File: config.mk
export PLATFORM = sky130hd
export DESIGN_NAME = sorted_list_insert_delete_top_flat
export DESIGN_NICKNAME = d
export VERILOG_FILES = /design/src/hw/rtl/sli_pkg.sv /design/src/hw/rtl/sli_in_if.sv /design/src/hw/rtl/sli_out_if.sv /design/src/hw/rtl/sorted_list_insert_delete_top.sv /design/src/hw/rtl/sli_cell.sv /design/src/flat_wrapper.sv
export SDC_FILE = /design/constraint.sdc
export NUM_CORES = 2
export LEC_CHECK = 0
export ABC_AREA = 1
export BUFFER_PORTS_ARGS = -buffer_cell sky130_fd_sc_hd__clkbuf_2
export CAP_MARGIN = 30
export CORE_AREA = 2 2 455 344
export CTS_BUF_LIST = sky130_fd_sc_hd__clkbuf_4
export CTS_CLUSTER_DIAMETER = 100
export CTS_CLUSTER_SIZE = 25
export DETAILED_ROUTE_END_ITERATION = 10
export DIE_AREA = 0 0 457 346
export PLACE_DENSITY = 0.5
export SLEW_MARGIN = 20
export SYNTH_ARGS = -nofsm -noshare
export SYNTH_HDL_FRONTEND = slang
export SYNTH_SLANG_ARGS = --single-unit
File: constraint.sdc
create_clock -name clk -period 5.9 [get_ports clk]
set_clock_uncertainty 0.1 [all_clocks]
set_input_delay 0.295 -clock clk [delete_from_list [all_inputs] [get_ports clk]]
set_output_delay 0.295 -clock clk [all_outputs]
set_load 0.05 [all_outputs]
File: src/hw/rtl/sli_pkg.sv
package sli_pkg;

  localparam int CAPACITY = 16;
  localparam int CNT_W    = $clog2(CAPACITY + 1);
  localparam int VAL_W    = 32;
  localparam int CMD_W    = 2;

  localparam logic [CMD_W-1:0] CMD_APPEND = 2'd0;
  localparam logic [CMD_W-1:0] CMD_INSERT = 2'd1;
  localparam logic [CMD_W-1:0] CMD_DELETE = 2'd2;

  typedef logic signed [VAL_W-1:0] value_t;

  typedef enum logic [1:0] {
    OP_NONE,
    OP_APPEND,
    OP_INSERT,
    OP_DELETE
  } cell_op_t;

  // broadcast to every cell of the row
  typedef struct packed {
    cell_op_t op;
    value_t   value;
  } cell_ctrl_t;

endpackage

File: src/hw/rtl/sli_in_if.sv
interface sli_in_if;
  import sli_pkg::*;

  logic             valid;
  logic             ready;
  logic [CMD_W-1:0] command;
  value_t           value;

  modport source (output valid, output command, output value, input ready);
  modport sink   (input valid, input command, input value, output ready);

endinterface

File: src/hw/rtl/sli_out_if.sv
interface sli_out_if;
  import sli_pkg::*;

  logic             valid;
  logic             ready;
  logic             found;
  logic             dropped;
  logic [CNT_W-1:0] entry_count;

  modport source (output valid, output found, output dropped, output entry_count,
                  input ready);
  modport sink   (input valid, input found, input dropped, input entry_count,
                  output ready);

endinterface

File: src/hw/rtl/sorted_list_insert_delete_top.sv
// Sorted list with append, sorted insert and delete-first-match.
//
// in_ch  : valid/ready channel carrying command and signed 32-bit value.
// out_ch : valid/ready channel with one result per item: found, dropped and
//          entry_count (entries held after the operation).
//
// The list lives in a row of CAPACITY cells. Every cell compares its entry
// against the broadcast value in the same cycle and shifts left or right
// with its neighbors, so one item is taken per cycle while the receiver does
// not stall; out_ch.valid rises in the cycle after acceptance. The first
// match/greater-than search ripples through the row of cells.
//
// A full list refuses append and insert and reports dropped. Command 3 does
// nothing and reports the current count.
//
// Reset (rst_n low, synchronous) empties the list; cell contents are not
// cleared, only the entry count. When the receiver stalls, the result is
// held in the output register and one more item is not taken until it
// leaves.
module sorted_list_insert_delete_top (
  input logic        clk,
  input logic        rst_n,
  sli_in_if.sink     in_ch,
  sli_out_if.source  out_ch
);
  import sli_pkg::*;

  logic [CNT_W-1:0] count_r;
  logic [CNT_W-1:0] count_nxt;
  logic             out_valid_r;
  logic             out_valid_nxt;
  logic             found_r;
  logic             dropped_r;
  logic [CNT_W-1:0] entry_count_r;

  logic             accept;
  logic             full;
  logic             is_add;
  cell_ctrl_t       ctrl;
  logic [CAPACITY-1:0] valid_vec;
  logic [CAPACITY:0]   stop;
  value_t           cell_data [CAPACITY];
  logic             found;
  logic             dropped;

  assign in_ch.ready = !out_valid_r || out_ch.ready;
  assign accept      = in_ch.valid && in_ch.ready;
  assign full        = (count_r == CNT_W'(CAPACITY));
  assign is_add      = (in_ch.command == CMD_APPEND) || (in_ch.command == CMD_INSERT);

  always_comb begin
    ctrl.value = in_ch.value;
    ctrl.op    = OP_NONE;
    if (accept) begin
      case (in_ch.command)
        CMD_APPEND: ctrl.op = full ? OP_NONE : OP_APPEND;
        CMD_INSERT: ctrl.op = full ? OP_NONE : OP_INSERT;
        CMD_DELETE: ctrl.op = OP_DELETE;
        default:    ctrl.op = OP_NONE;
      endcase
    end
  end

  assign stop[0] = 1'b0;

  for (genvar i = 0; i < CAPACITY; i++) begin : g_cell
    value_t left_d;
    value_t right_d;

    assign valid_vec[i] = (count_r > CNT_W'(i));

    if (i == 0) begin : g_first
      assign left_d = ctrl.value;
    end else begin : g_mid
      assign left_d = cell_data[i-1];
    end

    if (i == CAPACITY - 1) begin : g_last
      assign right_d = '0;
    end else begin : g_inner
      assign right_d = cell_data[i+1];
    end

    sli_cell u_cell (
      .clk        (clk),
      .ctrl       (ctrl),
      .valid      (valid_vec[i]),
      .left_data  (left_d),
      .right_data (right_d),
      .stop_in    (stop[i]),
      .stop_out   (stop[i+1]),
      .data_q     (cell_data[i])
    );
  end

  assign found   = (ctrl.op == OP_DELETE) && stop[CAPACITY];
  assign dropped = accept && is_add && full;

  always_comb begin
    count_nxt = count_r;
    if ((ctrl.op == OP_APPEND) || (ctrl.op == OP_INSERT)) begin
      count_nxt = count_r + CNT_W'(1);
    end else if (found) begin
      count_nxt = count_r - CNT_W'(1);
    end
  end

  assign out_valid_nxt = accept || (out_valid_r && !out_ch.ready);

  always_ff @(posedge clk) begin
    if (!rst_n) begin
      count_r     <= '0;
      out_valid_r <= 1'b0;
    end else begin
      count_r     <= count_nxt;
      out_valid_r <= out_valid_nxt;
    end
  end

  always_ff @(posedge clk) begin
    if (accept) begin
      found_r       <= found;
      dropped_r     <= dropped;
      entry_count_r <= count_nxt;
    end
  end

  assign out_ch.valid       = out_valid_r;
  assign out_ch.found       = found_r;
  assign out_ch.dropped     = dropped_r;
  assign out_ch.entry_count = entry_count_r;

endmodule

File: src/hw/rtl/sli_cell.sv
module sli_cell (
  input  logic               clk,
  input  sli_pkg::cell_ctrl_t ctrl,
  input  logic               valid,
  input  sli_pkg::value_t    left_data,
  input  sli_pkg::value_t    right_data,
  input  logic               stop_in,
  output logic               stop_out,
  output sli_pkg::value_t    data_q
);
  import sli_pkg::*;

  value_t data_r;
  value_t data_nxt;
  logic   own_stop;

  // stop marks the first cell where the operation takes effect; stop_in says
  // some cell to the left already did
  always_comb begin
    case (ctrl.op)
      OP_APPEND: own_stop = !valid;
      OP_INSERT: own_stop = !valid || ($signed(data_r) > $signed(ctrl.value));
      OP_DELETE: own_stop = valid && (data_r == ctrl.value);
      default:   own_stop = 1'b0;
    endcase
  end

  assign stop_out = stop_in | own_stop;

  always_comb begin
    data_nxt = data_r;
    case (ctrl.op)
      OP_APPEND, OP_INSERT: begin
        if (stop_in) begin
          data_nxt = left_data;
        end else if (own_stop) begin
          data_nxt = ctrl.value;
        end
      end
      OP_DELETE: begin
        if (stop_out) begin
          data_nxt = right_data;
        end
      end
      default: data_nxt = data_r;
    endcase
  end

  always_ff @(posedge clk) begin
    data_r <= data_nxt;
  end

  assign data_q = data_r;

endmodule

File: src/flat_wrapper.sv
// flat-port wrapper written by rule: the top's interface ports become plain ports
module sorted_list_insert_delete_top_flat import sli_pkg::*;
  (clk, rst_n, in_ch_valid, in_ch_command, in_ch_value, in_ch_ready, out_ch_valid, out_ch_found, out_ch_dropped, out_ch_entry_count, out_ch_ready);
  sli_in_if in_ch_i ();
  sli_out_if out_ch_i ();
  input logic clk;
  input logic rst_n;
  input wire logic [$bits(in_ch_i.valid)-1:0] in_ch_valid;
  input wire logic [$bits(in_ch_i.command)-1:0] in_ch_command;
  input wire logic [$bits(in_ch_i.value)-1:0] in_ch_value;
  output wire logic [$bits(in_ch_i.ready)-1:0] in_ch_ready;
  output wire logic [$bits(out_ch_i.valid)-1:0] out_ch_valid;
  output wire logic [$bits(out_ch_i.found)-1:0] out_ch_found;
  output wire logic [$bits(out_ch_i.dropped)-1:0] out_ch_dropped;
  output wire logic [$bits(out_ch_i.entry_count)-1:0] out_ch_entry_count;
  input wire logic [$bits(out_ch_i.ready)-1:0] out_ch_ready;
  assign in_ch_i.valid = in_ch_valid;
  assign in_ch_i.command = in_ch_command;
  assign in_ch_i.value = in_ch_value;
  assign in_ch_ready = in_ch_i.ready;
  assign out_ch_valid = out_ch_i.valid;
  assign out_ch_found = out_ch_i.found;
  assign out_ch_dropped = out_ch_i.dropped;
  assign out_ch_entry_count = out_ch_i.entry_count;
  assign out_ch_i.ready = out_ch_ready;
  sorted_list_insert_delete_top u_core (.clk(clk), .rst_n(rst_n), .in_ch(in_ch_i), .out_ch(out_ch_i));
endmodule
-- After elaboration in Yosys (flattened, before gate mapping)
Index checks and enable logic that the tools add are counted.
Widths: inputs -> output; s select.
- input port bits: 38
- word-level logic and storage cells: 287
- output and inout port bits: 9
- register bits after elaboration: 525
- reduce and logical (&&, ||, !) cells: 78
- magnitude comparators: 32
- eq/ne operators: 54
- bitwise operators: 15
- mux-type cells: 85
- $add $sub $neg: 2
- operator list (operator ; number):
    $mux 32 ; 47
    $pmux 32 s2 ; 16
    $eq 32x32->1 ; 16
    $gt 32x32->1 ; 16
    $pmux 1 s3 ; 16
    $reduce_and 3->1 ; 16
    $ne 3x3->1 const B ; 15
    $gt 5x4->1 const B ; 8
    $ne 2x2->1 const B ; 17
    $logic_and 1x1->1 ; 21
    $gt 5x3->1 const B ; 4
    $logic_or 1x1->1 ; 20
    $logic_not 1->1 ; 18
    $or 1x1->1 ; 15
    $gt 5x1->1 const B ; 2
    $gt 5x2->1 const B ; 2
    $mux 5 ; 2
    $eq 2x2->1 const B ; 3
    $pmux 2 s3 ; 1
    $add 5x1->5 const B ; 1
    $eq 5x5->1 const B ; 1
    $sub 5x1->5 const B ; 1
    $eq 2x1->1 const B ; 2
    $mux 2 ; 2
    other kinds (4) ; 4

-- Logic depth before layout (Yosys ltp)
- depth in word-level cells: 24
- gate-level depth with buffers: 31
- gate-level depth less buffers: 31

-- Hierarchy
A second synthesis with hierarchy kept.
- cells, all modules: 5573
- area total of the unflattened synthesis: 42269.3 um^2
- modules (own cells, without submodules) (module ; area each (um^2) ; cells an instance ; instances ; seq. area each (um^2)):
    sli_cell (u_core.g_cell[0].u_cell ...) ; 2582.5 ; 340 ; 15 ; 960.9
    sli_cell (u_core.g_cell[15].u_cell) ; 2653.8 ; 352 ; 1 ; 960.9
    sorted_list_insert_delete_top ; 878.3 ; 121 ; 1 ; 330.3

-- Worst setup path after synthesis
OpenSTA, ideal clock, no wires.
- kind: reg2reg
- from: reg u_core.out_valid_r (netlist: u_core.out_ch.valid)
- to: reg u_core.g_cell[12].u_cell.data_r[0] (enable)
- arrival time: 4618 ps
- slack: 750 ps
- period minus slack after synthesis: 5150 ps
- library setup time: 432 ps
- required time: 5368 ps
- buffers on the path: 3
- stages on the path, launching flop included: 16
- cell sequence: dfxtp_1 > nand2_1 > nand2_1 > inv_1 > nand2_1 > nor3_1 > ha_1 > clkbuf_1 > clkbuf_1 > nand2_1 > o22ai_1 > a21oi_1 > nor2_1 > nor2_4 > clkbuf_1 > a21oi_1
- longest elaborated chain between the ends: 20
- elaborated cells on any way between the ends: 37
- those cells by class: eq/ne (5); mux (14); bitwise (12); reduce/logical (6)
- RTL lines (what ; line ; text):
    from (decl) ; sorted_list_insert_delete_top.sv:30 ; logic out_valid_r;
    from (signal assigned) ; sorted_list_insert_delete_top.sv:116 ; out_valid_r <= out_valid_nxt;
    $logic_not 1->1 * ; sorted_list_insert_delete_top.sv:46 ; assign in_ch.ready = !out_valid_r || out_ch.ready;
    $logic_or 1x1->1 * ; sorted_list_insert_delete_top.sv:46 ;
    named net in_ch_ready ; flat_wrapper.sv:11 ; output wire logic [$bits(in_ch_i.ready)-1:0] in_ch_ready;
    $logic_and 1x1->1 * ; sorted_list_insert_delete_top.sv:47 ; assign accept = in_ch.valid && in_ch.ready;
    named net u_core.accept ; sorted_list_insert_delete_top.sv:36 ; logic accept;
    $mux 2 * ; sorted_list_insert_delete_top.sv:54 ; if (accept) begin
    $eq 2x2->1 or $eq 2x1->1 (tied branches) ; sli_cell.sv:20, sli_cell.sv:32 ;
    $pmux 1 s3 ; sli_cell.sv:20 ; case (ctrl.op)
    $or 1x1->1 (12 in series) ; sli_cell.sv:28 ; assign stop_out = stop_in | own_stop;
    $ne 2x2->1 (no source line) ; - ;
    $reduce_and 3->1 (no source line) * ; - ;
    to (signal assigned) ; sli_cell.sv:50 ; data_r <= data_nxt;
    to (decl) ; sli_cell.sv:13 ; value_t data_r;
The timed path passes the listed nets; every way through them passes the cells marked *.
A chain may end at the register's enable or synchronous reset.

-- Worst setup path after layout
- from: reg u_core.count_r[0]
- to: reg u_core.g_cell[14].u_cell.data_r[11], data pin
- longest elaborated chain between the ends: 21
- elaborated cells on any way between the ends: 94
- those cells by class: order compare (14); eq/ne (4); mux (20); bitwise (13); reduce/logical (43)
- RTL lines (what ; line ; text):
    from (decl) ; sorted_list_insert_delete_top.sv:28 ; logic [CNT_W-1:0] count_r;
    from (signal assigned) ; sorted_list_insert_delete_top.sv:115 ; count_r <= count_nxt;
    $eq 5x5->1 ; sorted_list_insert_delete_top.sv:48 ; assign full = (count_r == CNT_W'(CAPACITY));
    $mux 1 or $mux 2 (tied branches) ; sorted_list_insert_delete_top.sv:56, sorted_list_insert_delete_top.sv:57 ;
    $pmux 2 s3 ; sorted_list_insert_delete_top.sv:55 ; case (in_ch.command)
    $mux 2 ; sorted_list_insert_delete_top.sv:54 ;
    $eq 2x2->1 or $eq 2x1->1 (tied branches) ; sli_cell.sv:20, sli_cell.sv:32 ;
    $pmux 1 s3 ; sli_cell.sv:20 ;
    $or 1x1->1 (13 in series) ; sli_cell.sv:28 ;
    $mux 32 ; sli_cell.sv:34 ; if (stop_in) begin
    $pmux 32 s2 * ; sli_cell.sv:32 ; case (ctrl.op)
    named net u_core.g_cell[14].u_cell.data_nxt[11] ; sli_cell.sv:14 ; value_t data_nxt;
    to (signal assigned) ; sli_cell.sv:50 ;
    to (decl) ; sli_cell.sv:13 ;
Marks and branches as above.

==> impl_results.md <==
* Run status: finished clean
* Count of non-filler cells in the finished layout at 6607
* Cell chosen for the clock root: clkbuf_4
* Clock tree from TritonCTS: built
* Num Clock Sinks at 525
* Last weighted congestion value of the routability-driven placer at 0.840
* GRT overflow at 0
* Minimum hold slack at 0.146 ns
* Initial standard-cell utilization of the core at 0.248
* Minimum clock period after layout at 5.39 ns
* Insertion delay to the later sink of the worst-skew pair at 1.03 ns
* Share of synthesized area occupied by flip-flops and latches at 0.411
* Cells traversed along the worst timing path: inv_1, ha_1, nand2_1, inv_1, nand2_1, nand2_1, nor3_1, inv_1, ha_1, inv_1, o22ai_1, inv_1, nand2_1, nor2_1, nand4_1, nand2_2, nand4_2, nor2_4, nand4_2, nor2_4, nand2_2, buf_12, o21ai_0, o21ai_0
* Maximum cell stage delay along the critical path at 0.51 ns
* Count of pins over their slew limit at 0
* Filler cells at 16700
* Worst setup startpoint: u_core.count_r[0]
* Worst EP arrival at 6.08 ns
* Post-cts hold buffer count at 38
* Most numerous cell on the critical path: inv_1
* First drt pass iteration count at 5
* Worst Hold Class: in -> reg
* Critical path capture point type: flip-flop
* Vias/cell at 4.91
* Worst Setup Start Kind: flip-flop
* Total buffers and inverters traversed by the critical path at 6
* Delay-heaviest family, CP: simple AND/OR/NAND/NOR gates
* Wire length of the first global-routing pass at 187000 um
* Top area cells in the synthesized netlist: edfxtp_1 (41%), ha_1 (17%), o21ai_0 (13%)
* Number of top-level pins at 47
* Yosys top cell by area: edfxtp_1
* Via count at 32500
* Final Cycle Share at 0.914
* Path length in cells of the critical path at 24
* Post-CTS sizing at 0
* Post-detail-place hpwl at 91100 um
* Routed length on met3 at 6520 um
* Ratio of total power to cell area at 264 nW/um^2
* Number of CTS-inserted buffers at 25
* Worst VDD drop at 0.000137 V
* Wirelength, routed at 121000 um
* Hold Fails Final Rpt at 0
* Top Layer Used: met5
* Antenna-violating nets left at 0
* Synth warn at 0
* Relative area change from synthesis to final layout at 9.98%
* Worst reg2reg path startpoint: u_core.count_r[0]
* Total of max-cap violations at 0
* Crit Path Max Fanout at 48
* Routed len/inst at 18.2 um
* Area of the die at 158000 um^2
* Total number of placement rows at 125
* Leakage at 16.7 nW
* Cell depth of the worst hold path at 4
* Worst-path clk slew at 0.29 ns
* Synthesized area per cell at 8.34 um^2
* Gate count of the mapped netlist at 4579
* Worst slew margin relative to its limit at 0.185
* Number of antenna violations at the first check in global routing at 10
* Die outline width at 457 um
* Placed Cells at 6526
* Critical path class: reg -> reg
* H-Tree Level Count at 1
* Worst Min Path Start: rst_n
* Highest Clock Rate at 185 MHz
* Share of synthesized registers carrying an async set or reset at 0
* Total negative slack at 0 ns
* Metal-1 WL at 64900 um
* Worst slew pin tran at 1.22 ns
* Top_reg_cell synth: edfxtp_1
* Count of flip-flops with a built-in enable after synthesis at 519
* Slowest cell on the critical path: dfxtp_1
* Capturing point of the worst reg2reg path: u_core.g_cell[14].u_cell.data_q[11]
* Cell variety after synth at 45
* Buffer depth of the longest clock path at 3
* # Post-CTS Setup Buffers at 0
* Share of cells above drive strength 1 at 0.0516
* Number of design rule violations left after detail routing at 0
* RSZ-0062 raised after global routing: no
* Data required time of the worst path at 6.58 ns
* Met2 Routed Length at 47700 um
* Proportion of netlist area held by the largest area contributor at 0.408
* Initial DRC Count at 2918
* Flop-to-flop setup slack at 0.51 ns
* Count of port buffers added during placement at 46
* Synthesized netlist net count at 5139
* Post-Synthesis Cell Area at 38200 um^2
* Hold Path Sink: u_core.count_r[0]
* Number of global-route vias before repair at 31200
* Total number of nets in the final design at 5122
* Reg2reg path depth at 24
* Pin count of the biggest net entering global routing at 248
* Count of final setup violators at 0
* Total routing resource utilization after global routing at 0.147
* Die Y at 346 um
* Flops & latches, synth at 525
* Placeable core area at 154000 um^2
## state kept, by name, indices dropped and copies added (netlist names)
| register | flops |
|---|---|
| u_core.out_ch.found | 1 |
| u_core.out_ch.dropped | 1 |
| u_core.out_ch.entry_count | 5 |
| u_core.g_cell.u_cell.data_q | 512 |
| u_core.out_ch.valid | 1 |
| u_core.count_r | 5 |
## Yosys cell counts, drive strengths merged, types with 2 or more instances
cell	instances
a211oi	9
a21o	8
a21oi	463
a221oi	2
a31o	2
a31oi	10
buf	37
clkbuf	216
clkinv	3
dfxtp	6
edfxtp	519
ha	522
inv	368
nand2	1022
nand3	62
nand3b	5
nand4	57
nor2	98
nor3	24
nor3b	4
nor4	24
o2111ai	5
o211ai	17
o21a	16
o21ai	1045
o21bai	8
o221ai	2
o22ai	12
or2	2
or3	2
xnor2	4
## report_power, final
| group | switching (W) | internal [W] | total, W |
|---|---|---|---|
| clock | 0.00130 | 0.000293 | 0.00159 |
| combinational | 0.00265 | 0.00137 | 0.00402 |
| sequential | 0.000445 | 0.00504 | 0.00549 |
## layout by cell type (no fill, tap or decap), types with 3 or more instances in the layout
master / instances
a21oi_4: 9
o21a_1: 16
o21bai_1: 8
inv_1: 363
clkinv_1: 6
nor2_1: 96
dlygate4sd3_1: 38
ha_1: 521
clkbuf_2: 46
nand4_1: 55
nand3b_1: 5
nand2_2: 5
clkbuf_4: 31
buf_4: 103
nand2_1: 1017
a31oi_1: 10
inv_2: 3
diode_2: 3
o211ai_1: 17
nor4_1: 24
o21ai_0: 1010
buf_12: 18
nand3_1: 60
a211oi_1: 9
o2111ai_1: 5
o22ai_1: 12
a21o_1: 8
dfxtp_1: 6
xnor2_1: 4
o21ai_1: 35
edfxtp_1: 519
nor3b_1: 3
a21oi_1: 454
nor3_1: 24
## area by class of cell
type                    count  area, um^2  share of cell area
diodes                      3        7.51            0.000179
clock buffers              31         233             0.00554
clock inverters             6        65.1             0.00155
inverters                 371        1400              0.0333
multi-input cells        3430       20200               0.482
flip-flops and latches    525       15700               0.374
well taps                2032        2540              0.0605
repair buffers            209        1820              0.0433
## worst register-to-register path: cells and delay by family, from the launching register on
family | cells | cell delay [ns]
flip-flops | 1 | 0.51
buffers and inverters | 6 | 1.13
AND/OR/NAND/NOR | 13 | 2.21
AO/OA/AOI/OAI | 3 | 0.73
adder cells (fa/ha/maj) | 2 | 0.51
## stage by stage
stage | total power (W) | setup slack, ns | util | instance area (um^2)
CTS | 0.0112 | 0.647 | 0.272 | 41900
floorplan | 0.00811 | 0.750 | - | 38200
global placement | 0.00943 | 0.364 | 0.268 | 41200
detailed placement | 0.00952 | 0.343 | 0.268 | 41200
finish | 0.0111 | 0.505 | 0.273 | 42000
global route | 0.0120 | 0.176 | 0.273 | 42000
## how the worst max path moves through the flow
stage	to	slack [ns]
6_report	u_core.g_cell[14].u_cell.data_q[11]	0.51
5_1_grt	u_core.g_cell[11].u_cell.data_q[25]	0.18
4_1_cts	u_core.g_cell[11].u_cell.data_q[29]	0.65
3_5_place_dp	u_core.g_cell[14].u_cell.data_q[12]	0.34
3_3_place_gp	u_core.g_cell[14].u_cell.data_q[12]	0.36
2_1_floorplan	u_core.g_cell[12].u_cell.data_q[0]	0.75
## logic make-up after synthesis
group | count (synthesis) | share of synthesized area
buffers and inverters | 624 | 0.0624
DFF | 525 | 0.411
and+or+nand+nor | 1301 | 0.138
xor gates and xnor gates | 5 | 0.00115
adders and majority gates | 522 | 0.171
AOI/OAI and AO/OA | 1602 | 0.216
## routing by layer
layer | up-vias | global-route usage
met5 | - | 0
met4 | 14 | 0.0164
met3 | 80 | 0.0200
met2 | 677 | 0.207
met1 | 15500 | 0.239
li1 | 16200 | -
(Power assumes the default switching activity.)
